`src/sv/g2r_pkg.sv`:
```
`timescale 1ns / 1ps
// ----------------------------------------------------------------------------
// g2r_pkg
// types, constants and the 3x5 font rom shared by the glyph run generator
// ----------------------------------------------------------------------------
package g2r_pkg;

    localparam int GLYPH_WIDTH  = 3;
    localparam int GLYPH_HEIGHT = 5;
    localparam int MAX_RUNS     = 10;
    localparam int RUN_IDX_W    = 4;
    localparam int QUEUE_DEPTH  = 2;
    localparam int QPTR_W       = 1;
    localparam int QCNT_W       = 2;

    localparam logic [4:0] SCALE_MIN = 5'd1;
    localparam logic [4:0] SCALE_MAX = 5'd16;

    localparam logic [7:0] CHAR_LOWER_A = 8'h61;
    localparam logic [7:0] CHAR_LOWER_Z = 8'h7a;
    localparam logic [7:0] CASE_OFFSET  = 8'h20;

    // configuration register indexes
    localparam logic CFG_PIXEL_SCALE = 1'b0;
    localparam logic CFG_INK_COLOUR  = 1'b1;

    typedef struct packed {
        logic [2:0] row;
        logic [1:0] col;
        logic [1:0] len;
    } t_run;

    typedef struct packed {
        t_run [MAX_RUNS-1:0] runs;
        logic [RUN_IDX_W-1:0] count;
        logic [15:0]          base_x;
        logic [15:0]          base_y;
        logic [4:0]           scale;
    } t_job;

    typedef struct packed {
        logic full;
        logic empty;
    } t_q_status;

    typedef struct packed {
        logic        found;
        logic [14:0] rows;
    } t_glyph;

    typedef struct packed {
        logic [1:0] n;
        logic [1:0] col0;
        logic [1:0] len0;
        logic [1:0] col1;
        logic [1:0] len1;
    } t_row_runs;

    // rows top to bottom, one octal digit per row, msb leftmost
    function automatic t_glyph glyph_rom(input logic [7:0] code);
        t_glyph g;
        g.found = 1'b1;
        unique case (code)
            8'h30: g.rows = 15'o75557;
            8'h31: g.rows = 15'o26227;
            8'h32: g.rows = 15'o71747;
            8'h33: g.rows = 15'o71717;
            8'h34: g.rows = 15'o55711;
            8'h35: g.rows = 15'o74717;
            8'h36: g.rows = 15'o74757;
            8'h37: g.rows = 15'o71111;
            8'h38: g.rows = 15'o75757;
            8'h39: g.rows = 15'o75717;
            8'h41: g.rows = 15'o75755;
            8'h42: g.rows = 15'o65656;
            8'h43: g.rows = 15'o74447;
            8'h44: g.rows = 15'o65556;
            8'h45: g.rows = 15'o74747;
            8'h46: g.rows = 15'o74744;
            8'h47: g.rows = 15'o74557;
            8'h48: g.rows = 15'o55755;
            8'h49: g.rows = 15'o72227;
            8'h4a: g.rows = 15'o11157;
            8'h4b: g.rows = 15'o55655;
            8'h4c: g.rows = 15'o44447;
            8'h4d: g.rows = 15'o57755;
            8'h4e: g.rows = 15'o65555;
            8'h4f: g.rows = 15'o75557;
            8'h50: g.rows = 15'o75744;
            8'h51: g.rows = 15'o75573;
            8'h52: g.rows = 15'o75655;
            8'h53: g.rows = 15'o74717;
            8'h54: g.rows = 15'o72222;
            8'h55: g.rows = 15'o55557;
            8'h56: g.rows = 15'o55552;
            8'h57: g.rows = 15'o55775;
            8'h58: g.rows = 15'o55255;
            8'h59: g.rows = 15'o55222;
            8'h5a: g.rows = 15'o71247;
            8'h3a: g.rows = 15'o02020;
            8'h2d: g.rows = 15'o00700;
            8'h2e: g.rows = 15'o00002;
            8'h2f: g.rows = 15'o11244;
            8'h25: g.rows = 15'o51245;
            8'h3f: g.rows = 15'o71202;
            8'h20: g.rows = 15'o00000;
            default: begin
                g.found = 1'b0;
                g.rows  = 15'o00000;
            end
        endcase
        return g;
    endfunction

    // runs of lit pixels in one 3-pixel row, left to right
    function automatic t_row_runs row_runs(input logic [2:0] p);
        t_row_runs rr;
        rr = '0;
        unique case (p)
            3'b000: rr.n = 2'd0;
            3'b001: begin rr.n = 2'd1; rr.col0 = 2'd2; rr.len0 = 2'd1; end
            3'b010: begin rr.n = 2'd1; rr.col0 = 2'd1; rr.len0 = 2'd1; end
            3'b011: begin rr.n = 2'd1; rr.col0 = 2'd1; rr.len0 = 2'd2; end
            3'b100: begin rr.n = 2'd1; rr.col0 = 2'd0; rr.len0 = 2'd1; end
            3'b101: begin
                rr.n = 2'd2;
                rr.col0 = 2'd0; rr.len0 = 2'd1;
                rr.col1 = 2'd2; rr.len1 = 2'd1;
            end
            3'b110: begin rr.n = 2'd1; rr.col0 = 2'd0; rr.len0 = 2'd2; end
            3'b111: begin rr.n = 2'd1; rr.col0 = 2'd0; rr.len0 = 2'd3; end
            default: rr.n = 2'd0;
        endcase
        return rr;
    endfunction

endpackage

```
`src/sv/g2r_front.sv`:
```
`timescale 1ns / 1ps
// ----------------------------------------------------------------------------
// g2r_front
// folds case, looks up the glyph, lists its runs and computes the glyph origin
// ----------------------------------------------------------------------------
module g2r_front import g2r_pkg::*; (
    input  logic [7:0]  i_character,
    input  logic [7:0]  i_char_index,
    input  logic [12:0] i_origin_x,
    input  logic [12:0] i_origin_y,
    input  logic [4:0]  i_pixel_scale,
    output t_job        o_job,
    output logic        o_has_runs
);

    logic [7:0]           w_code;
    t_glyph               w_glyph;
    logic [4:0]           w_scale;
    logic [12:0]          w_idx_mul;
    t_run [MAX_RUNS-1:0]  w_runs;
    logic [RUN_IDX_W-1:0] w_pos;
    t_row_runs            w_rr;

    assign w_code = (i_character >= CHAR_LOWER_A && i_character <= CHAR_LOWER_Z) ?
                    i_character - CASE_OFFSET : i_character;
    assign w_glyph = glyph_rom(w_code);

    assign w_scale = (i_pixel_scale < SCALE_MIN) ? SCALE_MIN :
                     (i_pixel_scale > SCALE_MAX) ? SCALE_MAX : i_pixel_scale;

    assign w_idx_mul = {5'd0, i_char_index} * {8'd0, w_scale};

    always_comb begin
        w_runs = '0;
        w_pos  = '0;
        w_rr   = '0;
        for (int r = 0; r < GLYPH_HEIGHT; r++) begin
            w_rr = row_runs(w_glyph.rows[(GLYPH_HEIGHT-1-r)*GLYPH_WIDTH +: GLYPH_WIDTH]);
            if (w_rr.n != 2'd0) begin
                w_runs[w_pos] = '{row: 3'(r), col: w_rr.col0, len: w_rr.len0};
                w_pos = w_pos + 4'd1;
            end
            if (w_rr.n == 2'd2) begin
                w_runs[w_pos] = '{row: 3'(r), col: w_rr.col1, len: w_rr.len1};
                w_pos = w_pos + 4'd1;
            end
        end
    end

    assign o_job.runs   = w_runs;
    assign o_job.count  = w_pos;
    assign o_job.base_x = {{3{i_origin_x[12]}}, i_origin_x} + {1'b0, w_idx_mul, 2'b00};
    assign o_job.base_y = {{3{i_origin_y[12]}}, i_origin_y};
    assign o_job.scale  = w_scale;
    assign o_has_runs   = w_glyph.found && (w_pos != '0);

endmodule

```
`src/sv/g2r_queue.sv`:
```
`timescale 1ns / 1ps
// ----------------------------------------------------------------------------
// g2r_queue
// two-entry job queue between the front and the back
// ----------------------------------------------------------------------------
module g2r_queue import g2r_pkg::*; (
    input  logic      i_clk,
    input  logic      i_rst_n,
    input  logic      i_push,
    input  t_job      i_job,
    input  logic      i_pop,
    output t_job      o_head,
    output t_q_status o_status
);

    t_job              r_mem [QUEUE_DEPTH];
    logic [QPTR_W-1:0] r_wr_ptr, n_wr_ptr;
    logic [QPTR_W-1:0] r_rd_ptr, n_rd_ptr;
    logic [QCNT_W-1:0] r_count, n_count;
    logic              w_push, w_pop;

    assign o_status.full  = (r_count == QCNT_W'(QUEUE_DEPTH));
    assign o_status.empty = (r_count == '0);
    assign o_head         = r_mem[r_rd_ptr];

    assign w_push = i_push && !o_status.full;
    assign w_pop  = i_pop && !o_status.empty;

    always_comb begin
        n_wr_ptr = w_push ? r_wr_ptr + 1'b1 : r_wr_ptr;
        n_rd_ptr = w_pop ? r_rd_ptr + 1'b1 : r_rd_ptr;
        n_count  = r_count + QCNT_W'(w_push) - QCNT_W'(w_pop);
    end

    always_ff @(posedge i_clk) begin
        if (!i_rst_n) begin
            r_wr_ptr <= '0;
            r_rd_ptr <= '0;
            r_count  <= '0;
        end else begin
            r_wr_ptr <= n_wr_ptr;
            r_rd_ptr <= n_rd_ptr;
            r_count  <= n_count;
        end
    end

    always_ff @(posedge i_clk) begin
        if (w_push) begin
            r_mem[r_wr_ptr] <= i_job;
        end
    end

endmodule

```
`src/sv/g2r_back.sv`:
```
`timescale 1ns / 1ps
// ----------------------------------------------------------------------------
// g2r_back
// steps through the runs of the head job, one scaled rectangle per cycle
// ----------------------------------------------------------------------------
module g2r_back import g2r_pkg::*; (
    input  logic        i_clk,
    input  logic        i_rst_n,
    input  t_job        i_head,
    input  t_q_status   i_status,
    input  logic [15:0] i_ink_colour,
    output logic        o_pop,
    output logic        o_rect_valid,
    output logic [15:0] o_rect_x,
    output logic [15:0] o_rect_y,
    output logic [5:0]  o_rect_width,
    output logic [4:0]  o_rect_height,
    output logic [15:0] o_rect_colour,
    output logic        o_last_rect
);

    logic [RUN_IDX_W-1:0] r_idx, n_idx;
    logic                 w_active;
    logic                 w_last;
    t_run                 w_run;
    logic [6:0]           w_col_off;
    logic [7:0]           w_row_off;
    logic [6:0]           w_len_px;
    logic                 r_valid, r_last;
    logic [15:0]          r_x, r_y, r_colour;
    logic [5:0]           r_width;
    logic [4:0]           r_height;

    assign w_active = !i_status.empty;
    assign w_run    = i_head.runs[r_idx];
    assign w_last   = (r_idx == i_head.count - 4'd1);
    assign o_pop    = w_active && w_last;

    assign w_col_off = {5'd0, w_run.col} * {2'd0, i_head.scale};
    assign w_row_off = {5'd0, w_run.row} * {3'd0, i_head.scale};
    assign w_len_px  = {5'd0, w_run.len} * {2'd0, i_head.scale};

    always_comb begin
        n_idx = r_idx;
        if (w_active) begin
            n_idx = w_last ? '0 : r_idx + 4'd1;
        end
    end

    always_ff @(posedge i_clk) begin
        if (!i_rst_n) begin
            r_idx   <= '0;
            r_valid <= 1'b0;
            r_last  <= 1'b0;
        end else begin
            r_idx   <= n_idx;
            r_valid <= w_active;
            r_last  <= w_active && w_last;
        end
    end

    always_ff @(posedge i_clk) begin
        r_x      <= i_head.base_x + {9'd0, w_col_off};
        r_y      <= i_head.base_y + {8'd0, w_row_off};
        r_width  <= w_len_px[5:0];
        r_height <= i_head.scale;
        r_colour <= i_ink_colour;
    end

    assign o_rect_valid  = r_valid;
    assign o_rect_x      = r_x;
    assign o_rect_y      = r_y;
    assign o_rect_width  = r_width;
    assign o_rect_height = r_height;
    assign o_rect_colour = r_colour;
    assign o_last_rect   = r_last;

endmodule

```
`src/sv/glyph_to_rect_runs.sv`:
```
`timescale 1ns / 1ps
// ----------------------------------------------------------------------------
// glyph_to_rect_runs
// 3x5 font character generator emitting one filled rectangle per pixel run
//
// command channel: a character with its string index and string origin is
// taken at a rising edge with start high and busy low. unknown characters and
// blank glyphs are taken and produce nothing.
// result channel: one rectangle per cycle on o_rect_*, marked by o_rect_valid;
// o_last_rect flags the final rectangle of a glyph. the receiver cannot stall.
// flow: an accepted command is written into the job queue; the back end
// registers the rectangles of the head job, one per run (1 to 10 runs).
// throughput: one rectangle per cycle while a job is queued, set by the
// back-end run sequencer; a two-entry job queue lets commands arrive while
// earlier glyphs drain, and busy is high only while that queue is full.
// configuration: index 0 pixel_scale, index 1 ink_colour; o_cfg_ready is
// always high. write only while no rectangle is pending.
// reset: synchronous, active low; queue empty, scale 1, colour 0xffff.
// ----------------------------------------------------------------------------
module glyph_to_rect_runs import g2r_pkg::*; (
    input  logic        i_clk,
    input  logic        i_rst_n,
    input  logic        start,
    output logic        busy,
    input  logic [7:0]  i_character,
    input  logic [7:0]  i_char_index,
    input  logic [12:0] i_origin_x,
    input  logic [12:0] i_origin_y,
    input  logic        i_cfg_valid,
    output logic        o_cfg_ready,
    input  logic        i_cfg_index,
    input  logic [15:0] i_cfg_data,
    output logic        o_rect_valid,
    output logic [15:0] o_rect_x,
    output logic [15:0] o_rect_y,
    output logic [5:0]  o_rect_width,
    output logic [4:0]  o_rect_height,
    output logic [15:0] o_rect_colour,
    output logic        o_last_rect
);

    logic [4:0]  r_pixel_scale;
    logic [15:0] r_ink_colour;
    t_job        w_job;
    logic        w_has_runs;
    logic        w_push;
    t_job        w_head;
    t_q_status   w_status;
    logic        w_pop;

    assign o_cfg_ready = 1'b1;

    always_ff @(posedge i_clk) begin
        if (!i_rst_n) begin
            r_pixel_scale <= 5'd1;
            r_ink_colour  <= 16'hffff;
        end else if (i_cfg_valid && o_cfg_ready) begin
            unique case (i_cfg_index)
                CFG_PIXEL_SCALE: r_pixel_scale <= i_cfg_data[4:0];
                CFG_INK_COLOUR:  r_ink_colour  <= i_cfg_data;
                default: ;
            endcase
        end
    end

    assign busy   = w_status.full;
    assign w_push = start && !busy && w_has_runs;

    g2r_front u_front (
        .i_character   (i_character),
        .i_char_index  (i_char_index),
        .i_origin_x    (i_origin_x),
        .i_origin_y    (i_origin_y),
        .i_pixel_scale (r_pixel_scale),
        .o_job         (w_job),
        .o_has_runs    (w_has_runs)
    );

    g2r_queue u_queue (
        .i_clk    (i_clk),
        .i_rst_n  (i_rst_n),
        .i_push   (w_push),
        .i_job    (w_job),
        .i_pop    (w_pop),
        .o_head   (w_head),
        .o_status (w_status)
    );

    g2r_back u_back (
        .i_clk         (i_clk),
        .i_rst_n       (i_rst_n),
        .i_head        (w_head),
        .i_status      (w_status),
        .i_ink_colour  (r_ink_colour),
        .o_pop         (w_pop),
        .o_rect_valid  (o_rect_valid),
        .o_rect_x      (o_rect_x),
        .o_rect_y      (o_rect_y),
        .o_rect_width  (o_rect_width),
        .o_rect_height (o_rect_height),
        .o_rect_colour (o_rect_colour),
        .o_last_rect   (o_last_rect)
    );

    a_rect_nonempty: assert property (@(posedge i_clk) disable iff (!i_rst_n)
        o_rect_valid |-> (o_rect_width != 6'd0 && o_rect_height != 5'd0))
        else $error("rectangle with zero size");

    a_last_needs_valid: assert property (@(posedge i_clk) disable iff (!i_rst_n)
        o_last_rect |-> o_rect_valid)
        else $error("last flag without a rectangle");

    a_glyph_continues: assert property (@(posedge i_clk) disable iff (!i_rst_n)
        (o_rect_valid && !o_last_rect) |=> o_rect_valid)
        else $error("glyph ended without last flag");

    a_busy_has_work: assert property (@(posedge i_clk) disable iff (!i_rst_n)
        busy |-> !w_status.empty)
        else $error("busy with empty queue");

endmodule
```
`config.mk`:
```
export PLATFORM = sky130hd
export DESIGN_NAME = glyph_to_rect_runs
export DESIGN_NICKNAME = d
export VERILOG_FILES = /design/src/sv/g2r_pkg.sv /design/src/sv/g2r_front.sv /design/src/sv/g2r_queue.sv /design/src/sv/g2r_back.sv /design/src/sv/glyph_to_rect_runs.sv
export SDC_FILE = /design/constraint.sdc
export NUM_CORES = 1
export LEC_CHECK = 0
export ABC_AREA = 0
export ABC_CLOCK_PERIOD_IN_PS = 23000
export BUFFER_PORTS_ARGS = -buffer_cell sky130_fd_sc_hd__buf_2
export CAP_MARGIN = 20
export CORE_AREA = 2 2 224 226
export CTS_BUF_LIST = sky130_fd_sc_hd__clkbuf_16
export DETAILED_ROUTE_END_ITERATION = 10
export DIE_AREA = 0 0 226 228
export PLACE_DENSITY_LB_ADDON = 0.05
export SYNTH_ARGS = -nofsm -noshare
export SYNTH_HDL_FRONTEND = slang
export SYNTH_SLANG_ARGS = --single-unit
```
`constraint.sdc`:
```
create_clock -name i_clk -period 23 [get_ports i_clk]
set_input_delay 1.15 -clock i_clk [delete_from_list [all_inputs] [get_ports i_clk]]
set_output_delay 1.15 -clock i_clk [all_outputs]
set_load 0.02 [all_outputs]
```
==> results of run 1 <==
-- routing by layer --
layer,GRT usage,part of all wire,vias to the layer above
met1,0.310,0.45,7295
met3,0.0210,0.042,89
met4,0.0677,0.030,2
li1,-,-,7017
met5,0,0.00017,-
met2,0.373,0.48,407
-- synth_stat cells, types with 6 or more instances --
library cell and number:
edfxtp_1 216, nand2_1 179, inv_1 108, a21oi_1 94
nor2_1 93, dfxtp_1 91, ha_1 89, nand3_1 72
o21ai_0 61, mux2i_1 56, xnor2_1 51, clkbuf_1 50
nand2b_1 44, nor3_1 44, and2_1 41, nor2b_1 39
mux4_2 35, buf_2 34, fa_1 34, nand4_1 27
o211ai_1 26, o21bai_1 25, a211oi_1 22, xor2_1 20
a21o_1 19, mux2_2 16, or3_1 16, and3_1 15
o22ai_1 13, buf_1 12, nor4_1 12, a31oi_1 10
nor3b_1 10, o21ai_1 9, o31ai_1 8, a32oi_1 7
o21a_1 7, or2_2 7, or4_1 7, a311oi_1 6
and4_1 6, nand3b_1 6, o32ai_1 6
-- cell families after synthesis --
| family | after synthesis |
|---|---|
| AOI/OAI and AO/OA | 378 |
| muxes | 108 |
| xor gates and xnor gates | 75 |
| and+or+nand+nor | 659 |
| adders and majority gates | 123 |
| buffers and inverters | 213 |
| other | 1 |
| DFF | 307 |
-- per-stage QoR --
stage / power [mW] / instances
2_1_floorplan: 1.04 / 1864
3_3_place_gp: 1.19 / 2582
3_5_place_dp: 1.19 / 2582
4_1_cts: 1.65 / 2638
5_1_grt: 1.72 / 2638
6_report: 1.62 / 2638
-- flip-flops by register name, indices dropped and copies added (netlist names), 2 cells and up, named ones only --
signal,flops
r_ink_colour,16
u_back.o_rect_width,6
u_queue.r_count,2
r_pixel_scale,5
u_back.o_rect_colour,16
u_back.o_rect_y,16
u_back.o_rect_height,5
u_queue.r_mem,216
u_back.o_rect_x,16
u_back.r_idx,4
-- report_power, final --
part	switching, mW	internal [mW]
clock network	0.202	0.244
logic	0.325	0.180
registers	0.0157	0.657
-- worst max path at each step --
stage	endpoint	slack, ps	cells after the start
after CTS	u_queue.r_mem[0][0]$_DFFE_PP_	12040	32
after floorplan	u_queue.r_mem[0][0]$_DFFE_PP_	6530	34
after global routing	u_queue.r_mem[0][2]$_DFFE_PP_	11240	32
final	u_queue.r_mem[0][21]$_DFFE_PP_	11990	32
after global placement	u_queue.r_mem[0][20]$_DFFE_PP_	11610	32
after detailed placement	u_queue.r_mem[0][20]$_DFFE_PP_	11410	32
-- worst max-delay path: cells and delay by family --
family                     cells  cell delay [ps]
and+or+nand+nor               10             2500
xor gates and xnor gates       1              270
AOI/OAI and AO/OA              6             2070
buffers and inverters          6             2310
adders and majority gates      6             1660
muxes                          3             1110
-- layout make-up --
type                       instances  area, um2  area share
clock inverter                    25        126     0.00587
inverter                         109        409      0.0190
sequential                       307       8310       0.386
clock buffer                      31        776      0.0360
tap                              672        841      0.0391
timing repair buffer             150        816      0.0379
multi-input combinational       1344      10200       0.476
==> reports/metrics.cfg, run 1 <==
[timing]
finClkSkew_ps=9.31
finalHoldViolations=0
finalCritPeriodShare=0.479
setup_viol=0
fin_crit_ps=11010
relSlewSlack=0.177
hold_slack_ps=347
fmax_mhz=90.8
fin_tns_setup_ps=0
rsz0062_at_grt=no
fin_ws_ps=11990
final_max_slew_viol_count=0
worst_pin_slew_ps=1200

[detailed_routing]
detail_route.wirelength_mm=58.0
wire_per_inst_um=22.0
ant_nets=0
drtIter0Drc=1116
vias=14800
drc_errors=0
viasPerCell=5.61
dr.pass1.iters=5

[placed_design]
portBuffers=124
dp_slack_ps=11410
routabilityCongestion=0.939
dp_hpwl_mm=44.4
place_area_um2=20600

[global_route]
grt_pass1_wl_mm=89.0
grt_max_degree=61
antenna_found_initial=2
track_usage=0.225
grt-ovfl-total=0
grt_pass1_vias=14500

[cells_and_area]
antennaDiodeCount=0
final_cell_mix=edfxtp_1 (216), nand2_1 (179), buf_2 (124), inv_1 (115), a21oi_1 (94)
syn2layout_area_growth_pct=10.9
drive_gt1_frac=0.149
fillers=4854
final_util=0.436
nets=2128
final_common_cell=edfxtp_1
design_area_um2=21500

[yosys]
synth.yosys.warnings=0
synth-async-reset-ratio=0
syn_inst=1864
synth.mux.area_fraction=0.0795
avgSynthCellArea_um2=10.4
synth_top_family_by_area=simple AND/OR/NAND/NOR gates
synth_adder_area_share=0.0925
synth_xor_area_frac=0.0368
synth_edf_count=216
yosys_most_used_dff=edfxtp_1
syn_area_um2=19400
yosysSeqAreaShare=0.428
synth-compound-area-share=0.135
yosys-top-cells-area=edfxtp_1 (33%), dfxtp_1 (9.4%), ha_1 (5.7%), mux4_2 (4.1%), fa_1 (3.5%)
ys_seq_elements=307
synthSimpleGateAreaFrac=0.182
synth_top_cell_area_share=0.334
syn-num-nets=2050
yosysTopAreaCell=edfxtp_1
yosys.cell_types.count=105

[hold_path]
hold_path.class=reg2reg
holdPathEnd=u_back.o_rect_colour[2]$_DFF_P_
holdPathStages=0
hold_start=r_ink_colour[2]$_SDFFE_PN1P_

[floorplanning]
core_area_um2=49300
start_util=0.393
rows=82
die_area_um2=51500
ios=126
die_x_um=226
fp.dieH_um=228

[clock_tree]
hold_buffers=0
insertion_delay_ps=560
clkTransAtPathRegs_ps=60
htree_levels=1
post_cts_buffers=0
cts_buffers=30
cts.sinks=307
cts_resized=0
clock_tree.buffer_depth=3
root_buffer=clkbuf_16
cts_tree=built

[power]
power.leakage_nw=8.50
ir_worst_vdd_uv=45.4
power.density_nw_per_um2=75.4

[setup_path]
cp_max_fo=58
cp_slowest_cell=buf_2
startpoint_type=input pin
cpMostUsedCell=ha_1
crit_path_start=i_character[1]
reg2reg_to=u_back.o_rect_y[15]$_DFF_P_
worstPathArrival_ps=11200
endpoint_kind=flop
ff2ff_setup_slack_ps=17120
ff2ff_path_depth=19
max_stage_delay_ps=740
required_ps=23190
crit_type=in2reg

[run]
drv_cap=0

[status]
run_status=complete, no violations

No activity file was read; power rests on OpenSTA's default activity.
==> inputs of run 2 (changes only) <==
- ABC_AREA: 0 -> 1
- ABC_CLOCK_PERIOD_IN_PS: 23000 -> 11290
- CORE_AREA: 2 2 224 226 -> 2 2 218 220
- DIE_AREA: 0 0 226 228 -> 0 0 220 222
- clock period: 23 -> 11.29 ns (I/O delays scaled with it)
==> run 2 against run 1 <==
Combinational power rose to 4.1 times the previous value. Routed wire length shrank 11%. Via count decreased by 1.2%. Flip-flop and latch count unchanged. Critical endpoint is now u_queue.r_mem[0][62]$_DFFE_PP_. Clock power rose to 2.5 times the previous value. Highest routed layer is now met4.
==> reports/metrics.cfg, run 2 <==
[detailed_routing]
vias=14600  ; -1.2%
drc_errors=0  ; unchanged
drtIter0Drc=875  ; -22%
dr.pass1.iters=6  ; +1
detail_route.wirelength_mm=51.8  ; -11%
ant_nets=0  ; unchanged
wire_per_inst_um=18.4  ; -16%
viasPerCell=5.18  ; -7.7%

[power]
power.density_nw_per_um2=235  ; +210%
p_total_mw=4.90  ; +200%
power.leakage_nw=9.34  ; +9.9%
ir_worst_vdd_uv=139  ; +210%

[timing]
hold_slack_ps=194  ; -153 ps
fin_crit_ps=8970
fin_ws_ps=2320  ; -9670 ps
relSlewSlack=0.380  ; +0.203
fin_tns_setup_ps=0  ; unchanged
finClkSkew_ps=26.1  ; +16.8 ps
fmax_mhz=111
rsz0062_at_grt=no
finalCritPeriodShare=0.795
final_max_slew_viol_count=0  ; unchanged
worst_pin_slew_ps=923  ; -278 ps
finalHoldViolations=0  ; unchanged
setup_viol=0  ; unchanged

[setup_path]
required_ps=11500  ; -11690 ps
ff2ff_path_depth=22  ; +3
max_stage_delay_ps=700  ; -40 ps
ff2ff_setup_slack_ps=5270  ; -11850 ps
worstPathArrival_ps=9190  ; -2010 ps
crit_type=in2reg
reg2reg_to=u_queue.r_mem[0][36]$_DFFE_PP_
cp_slowest_cell=nor2_4
cpMostUsedCell=nand2_1
cp_max_fo=48  ; -17%
r2r-start=r_pixel_scale[4]$_SDFFE_PN0P_
endpoint_kind=flop
startpoint_type=input pin

[global_route]
antenna_found_initial=0  ; -2
grt_pass1_vias=14400  ; -0.32%
grt_pass1_wl_mm=81.6  ; -8.4%
grt-ovfl-total=0  ; unchanged
grt_max_degree=62  ; +1.6%
track_usage=0.215  ; -0.00993

[yosys]
synthTopCellsByCount=nand2_1 (364), inv_1 (244), nor2_1 (235)
yosys_most_used_dff=edfxtp_1
yosys.cell_types.count=58  ; -45%
yosys-top-cells-area=edfxtp_1 (35%), dfxtp_1 (9.9%), nand2_1 (7.4%), ha_1 (6.1%), inv_1 (5.0%)
ys_seq_elements=307  ; unchanged
avgSynthCellArea_um2=8.91  ; -14%
synth.most_common_cell=nand2_1
syn-num-nets=2245  ; +9.5%
synth-async-reset-ratio=0  ; unchanged
synth_edf_count=216  ; unchanged
yosysTopAreaCell=edfxtp_1
yosysSeqAreaShare=0.453  ; +0.0247
syn_inst=2059  ; +10%
synth.yosys.warnings=0  ; unchanged
syn_area_um2=18300  ; -5.4%
synth_top_cell_area_share=0.354  ; +0.0193

[cells_and_area]
final_cell_mix=nand2_1 (364), inv_1 (246), nor2_1 (234), edfxtp_1 (216), nand3_1 (135)
largest_register_ffs=216  ; unchanged
top_register=u_queue.r_mem
final_util=0.450  ; +0.0143
final_common_cell=nand2_1
finalNonFillerCells=2822  ; +7.0%
final-seq-area_um2=8310  ; about the same
antennaDiodeCount=0  ; unchanged
multi_input_area_um2=8800  ; -14%
design_area_um2=20800  ; -3.2%
drive_gt1_frac=0.160  ; +0.0112
nets=2374  ; +12%
fillers=4596  ; -5.3%
syn2layout_area_growth_pct=13.6

[clock_tree]
htree_levels=2  ; +1
clkTransAtPathRegs_ps=60  ; about the same
cts_resized=0  ; unchanged
root_buffer=clkbuf_16
cts_buffers=35  ; +17%
insertion_delay_ps=560  ; about the same
cts_tree=built
post_cts_buffers=0  ; unchanged
cts.sinks=307  ; unchanged
clock_tree.buffer_depth=3  ; unchanged
hold_buffers=0  ; unchanged

[placed_design]
routabilityCongestion=0.936  ; -0.32%
place_area_um2=19700  ; -4.7%
portBuffers=124  ; unchanged
dp_hpwl_mm=39.3  ; -12%
dp_slack_ps=1730  ; -9680 ps
dp.cells=2758  ; +6.8%

[run]
drv_cap=0  ; unchanged

[floorplanning]
ios=126  ; unchanged
die_area_um2=48800  ; -5.2%
core_area_um2=46300  ; -6.3%
die_x_um=220  ; -2.7%
rows=79  ; -3.7%
fp.dieH_um=222  ; -2.6%
start_util=0.396  ; +0.00343

[hold_path]
holdPathStages=1  ; +1
holdPathEnd=u_queue.r_mem[1][5]$_DFFE_PP_
hold_path.class=in2reg
hold_start=i_origin_y[0]

[status]
run_status=complete, no violations

run 2: changes by cell type after synthesis, sizes merged, moves of 41 or more:
cell / previous run / this run
nand2b: 44 / 0
nor2: 95 / 268
xnor2: 51 / 9
inv: 109 / 265
and2: 41 / 0
buf: 53 / 11
nand3: 72 / 164
nand2: 181 / 412
mux2i: 57 / 15
o21ai: 70 / 145
run 2: worst max path at each step:
| stage | start | end | slack (ps) | cells past startpoint |
|---|---|---|---|---|
| global placement | i_character[2] | u_queue.r_mem[0][41]$_DFFE_PP_ | 2030 | 50 |
| global route | i_character[2] | u_queue.r_mem[0][42]$_DFFE_PP_ | 1470 | 50 |
| CTS | i_character[2] | u_queue.r_mem[0][61]$_DFFE_PP_ | 2300 | 50 |
| floorplan | i_character[2] | u_queue.r_mem[0][0]$_DFFE_PP_ | 1360 | 51 |
| finish | i_character[2] | u_queue.r_mem[0][62]$_DFFE_PP_ | 2320 | 50 |
| detailed placement | i_character[2] | u_queue.r_mem[0][13]$_DFFE_PP_ | 1730 | 50 |
run 2: cell families (layout without fill, tap and decap cells):
| logic type | count (synthesis) | in the layout | synth area share |
|---|---|---|---|
| other | 1 | 1 | 0.000204 |
| buffers and inverters | 319 | 475 | 0.0675 |
| multiplexers | 15 | 15 | 0.00819 |
| flip-flops | 307 | 307 | 0.453 |
| AO/OA/AOI/OAI | 331 | 331 | 0.107 |
| adder cells (fa/ha/maj) | 123 | 123 | 0.0978 |
| XOR/XNOR | 54 | 54 | 0.0258 |
| AND/OR/NAND/NOR | 909 | 909 | 0.240 |
run 2: cell type report:
| type | instances | area share |
|---|---|---|
| tap | 607 | 0.0365 |
| clock buffer | 39 | 0.0468 |
| timing repair buffer | 138 | 0.0360 |
| sequential | 307 | 0.399 |
| inverter | 273 | 0.0496 |
| clock inverter | 25 | 0.00949 |
| multi-input combinational | 1433 | 0.423 |
run 2: critical path: cells and delay by family:
| kind | cells | cell delay, ps |
|---|---|---|
| adder cells (fa/ha/maj) | 8 | 2180 |
| buffers and inverters | 12 | 1170 |
| AO/OA/AOI/OAI | 3 | 1190 |
| AND/OR/NAND/NOR | 27 | 3980 |
run 2: where the power goes:
part | total, mW | internal (mW) | switching [mW] | leakage [nW]
Sequential | 1.69 | 1.62 | 0.0758 | 2.72
Combinational | 2.08 | 0.681 | 1.40 | 6.03
Clock | 1.13 | 0.655 | 0.476 | 0.588
run 2: per-layer routing:
metal / vias up / share of wire / global-route usage / routed length (um)
li1: 7206 / - / - / -
met1: 6996 / 0.47 / 0.295 / 24200
met2: 332 / 0.46 / 0.345 / 23800
met3: 91 / 0.043 / 0.0306 / 2210
met4: 0 / 0.031 / 0.0753 / 1600
met5: - / 0 / 0 / 0
==> inputs of run 3 (changes only) <==
- ABC_AREA: 1 -> 0
- ABC_CLOCK_PERIOD_IN_PS: 11290 -> 7800
- CORE_AREA: 2 2 218 220 -> 2 2 224 226
- DIE_AREA: 0 0 220 222 -> 0 0 226 228
- clock period: 11.29 -> 7.8 ns (I/O delays scaled with it)
==> run 3 against run 2 <==
Clock skew increased by 4.6 ps. Critical endpoint is now u_queue.r_mem[1][60]$_DFFE_PP_. Worst setup slack lost 1700 ps. Largest cell class unchanged. Non-clock buffer count up 95. Die area rose by 5.5%. Critical path type unchanged.
==> reports/metrics.cfg, run 3 (synthesis results as in run 1) <==
[timing]
fin_crit_ps=7140
fmax_mhz=140
finalHoldViolations=0  ; unchanged
rsz0062_at_grt=no
finalCritPeriodShare=0.915
setup_viol=0  ; unchanged
finClkSkew_ps=30.7  ; +4.61 ps
relSlewSlack=0.309  ; -0.0710
worst_pin_slew_ps=1030  ; +106 ps
final_max_slew_viol_count=0  ; unchanged

[clock_tree]
clock_tree.buffer_depth=3  ; unchanged
insertion_delay_ps=580  ; +20 ps
clkTransAtPathRegs_ps=60  ; about the same
root_buffer=clkbuf_16
cts_resized=0  ; unchanged
cts_buffers=31  ; -11%
htree_levels=1  ; -1
cts.sinks=307  ; unchanged
cts_tree=built

[detailed_routing]
dr.pass1.iters=8  ; +2
vias=15100  ; +3.5%
wl_met1_mm=26.3  ; +8.5%
drtIter0Drc=1309  ; +50%
drc_errors=0  ; unchanged
wl_met3_mm=2.73  ; +24%
wire_per_inst_um=21.1  ; +15%
route.met2.wl_mm=27.5  ; +15%
maxUsedRoutingLayer=met4
ant_nets=0  ; unchanged
detail_route.wirelength_mm=57.5  ; +11%
viasPerCell=5.56  ; +7.3%

[floorplanning]
die_x_um=226  ; +2.7%
ios=126  ; unchanged
die_area_um2=51500  ; +5.5%
start_util=0.393  ; -0.00343
rows=82  ; +3.8%
fp.dieH_um=228  ; +2.7%
core_area_um2=49300  ; +6.7%

[setup_path]
cp_max_fo=16  ; -67%
startpoint_type=input pin
endpoint_kind=flop
required_ps=8230  ; -3270 ps
reg2reg_to=u_back.o_rect_y[15]$_DFF_P_
cpMostUsedCell=ha_4
max_stage_delay_ps=580  ; -120 ps
cp_slowest_cell=a311oi_1
ff2ff_path_depth=20  ; -9.1%
ff2ff_setup_slack_ps=1780  ; -3490 ps
crit_type=in2reg
worstPathArrival_ps=7560  ; -1630 ps

[global_route]
antenna_found_initial=0  ; unchanged
grt-ovfl-total=0  ; unchanged
grt_pass1_vias=15000  ; +3.9%
grt_pass1_wl_mm=89.6  ; +9.9%
grt_max_degree=42  ; -32%
track_usage=0.224  ; +0.00943

[cells_and_area]
multi_input_area_um2=10400  ; +18%
drive_gt1_frac=0.193  ; +0.0323
largest_register_ffs=216  ; unchanged
design_area_um2=22600  ; +8.4%
top_register=u_queue.r_mem
nets=2212  ; -6.8%
syn2layout_area_growth_pct=16.4
final_common_cell=edfxtp_1
antennaDiodeCount=0  ; unchanged
final-seq-area_um2=8310  ; about the same
final_cell_mix=edfxtp_1 (216), nand2_1 (177), buf_2 (124), inv_1 (114), a21oi_1 (94)
final_util=0.458  ; +0.00737
fillers=4684  ; +1.9%

[power]
power.density_nw_per_um2=223  ; -5.3%
ir_worst_vdd_uv=189  ; +36%
power.leakage_nw=9.00  ; -3.7%

[placed_design]
dp_hpwl_mm=45.5  ; +16%
place_area_um2=21600  ; +9.6%
routabilityCongestion=0.922  ; -1.5%
portBuffers=124  ; unchanged

[hold_path]
holdPathStages=3  ; +2
holdPathEnd=r_ink_colour[14]$_SDFFE_PN1P_
hold_path.class=in2reg
hold_start=i_cfg_data[14]

[run]
drv_cap=0  ; unchanged

[status]
run_status=complete, no violations

run 3: area by class of cell:
type,instances,share of cell area
Clock buffer,31,0.0343
Sequential cell,307,0.368
Tap cell,672,0.0372
Multi-Input combinational cell,1344,0.461
Clock inverter,27,0.00881
Timing Repair Buffer,233,0.0721
Inverter,109,0.0184
run 3: metal layers:
layer	vias up	GRT usage
li1	7177	-
met1	7457	0.315
met2	443	0.374
met3	63	0.0220
met4	0	0.0503
met5	-	0
run 3: how the worst max path moves through the flow:
| stage | startpoint | to | slack, ps |
|---|---|---|---|
| after floorplan | i_character[6] | u_queue.r_mem[0][0]$_DFFE_PP_ | -1740 |
| after global placement | i_character[6] | u_queue.r_mem[1][60]$_DFFE_PP_ | 190 |
| after detailed placement | i_character[6] | u_queue.r_mem[1][60]$_DFFE_PP_ | 140 |
| after CTS | i_character[6] | u_queue.r_mem[1][60]$_DFFE_PP_ | 720 |
| after global routing | i_character[6] | u_queue.r_mem[1][60]$_DFFE_PP_ | 270 |
| final | i_character[6] | u_queue.r_mem[1][60]$_DFFE_PP_ | 660 |
run 3: repair_timing:
action	4_1_cts	5_1_grt
hold endpoints to repair	11	0
buffers inserted	0	0
hold buffers	6	0
run 3: report_power, final:
part	total [mW]	internal (mW)	switching, mW	leakage (nW)
registers	1.99	1.93	0.0536	2.94
clock network	1.42	0.817	0.604	0.514
logic	1.62	0.629	0.991	5.54
run 3: worst max-delay path: cells and delay by family:
family / cells / cell delay [ps]
muxes: 3 / 980
and+or+nand+nor: 12 / 2160
adders and majority gates: 7 / 1720
AOI/OAI and AO/OA: 5 / 1280
buffers and inverters: 7 / 860
xor gates and xnor gates: 1 / 170
run 3: per-stage QoR:
step | setup slack, ps | power (mW) | hold slack (ps) | setup TNS, ps | instances
final | 664 | 5.03 | 27.5 | 0 | 2723
after global placement | 190 | 3.63 | 335 | 0 | 2659
after detailed placement | 139 | 3.65 | 336 | 0 | 2659
after floorplan | -1740 | 3.11 | 331 | -376350 | 1864
after global routing | 269 | 5.33 | 0.220 | 0 | 2723
after CTS | 724 | 5.09 | 0.766 | 0 | 2723
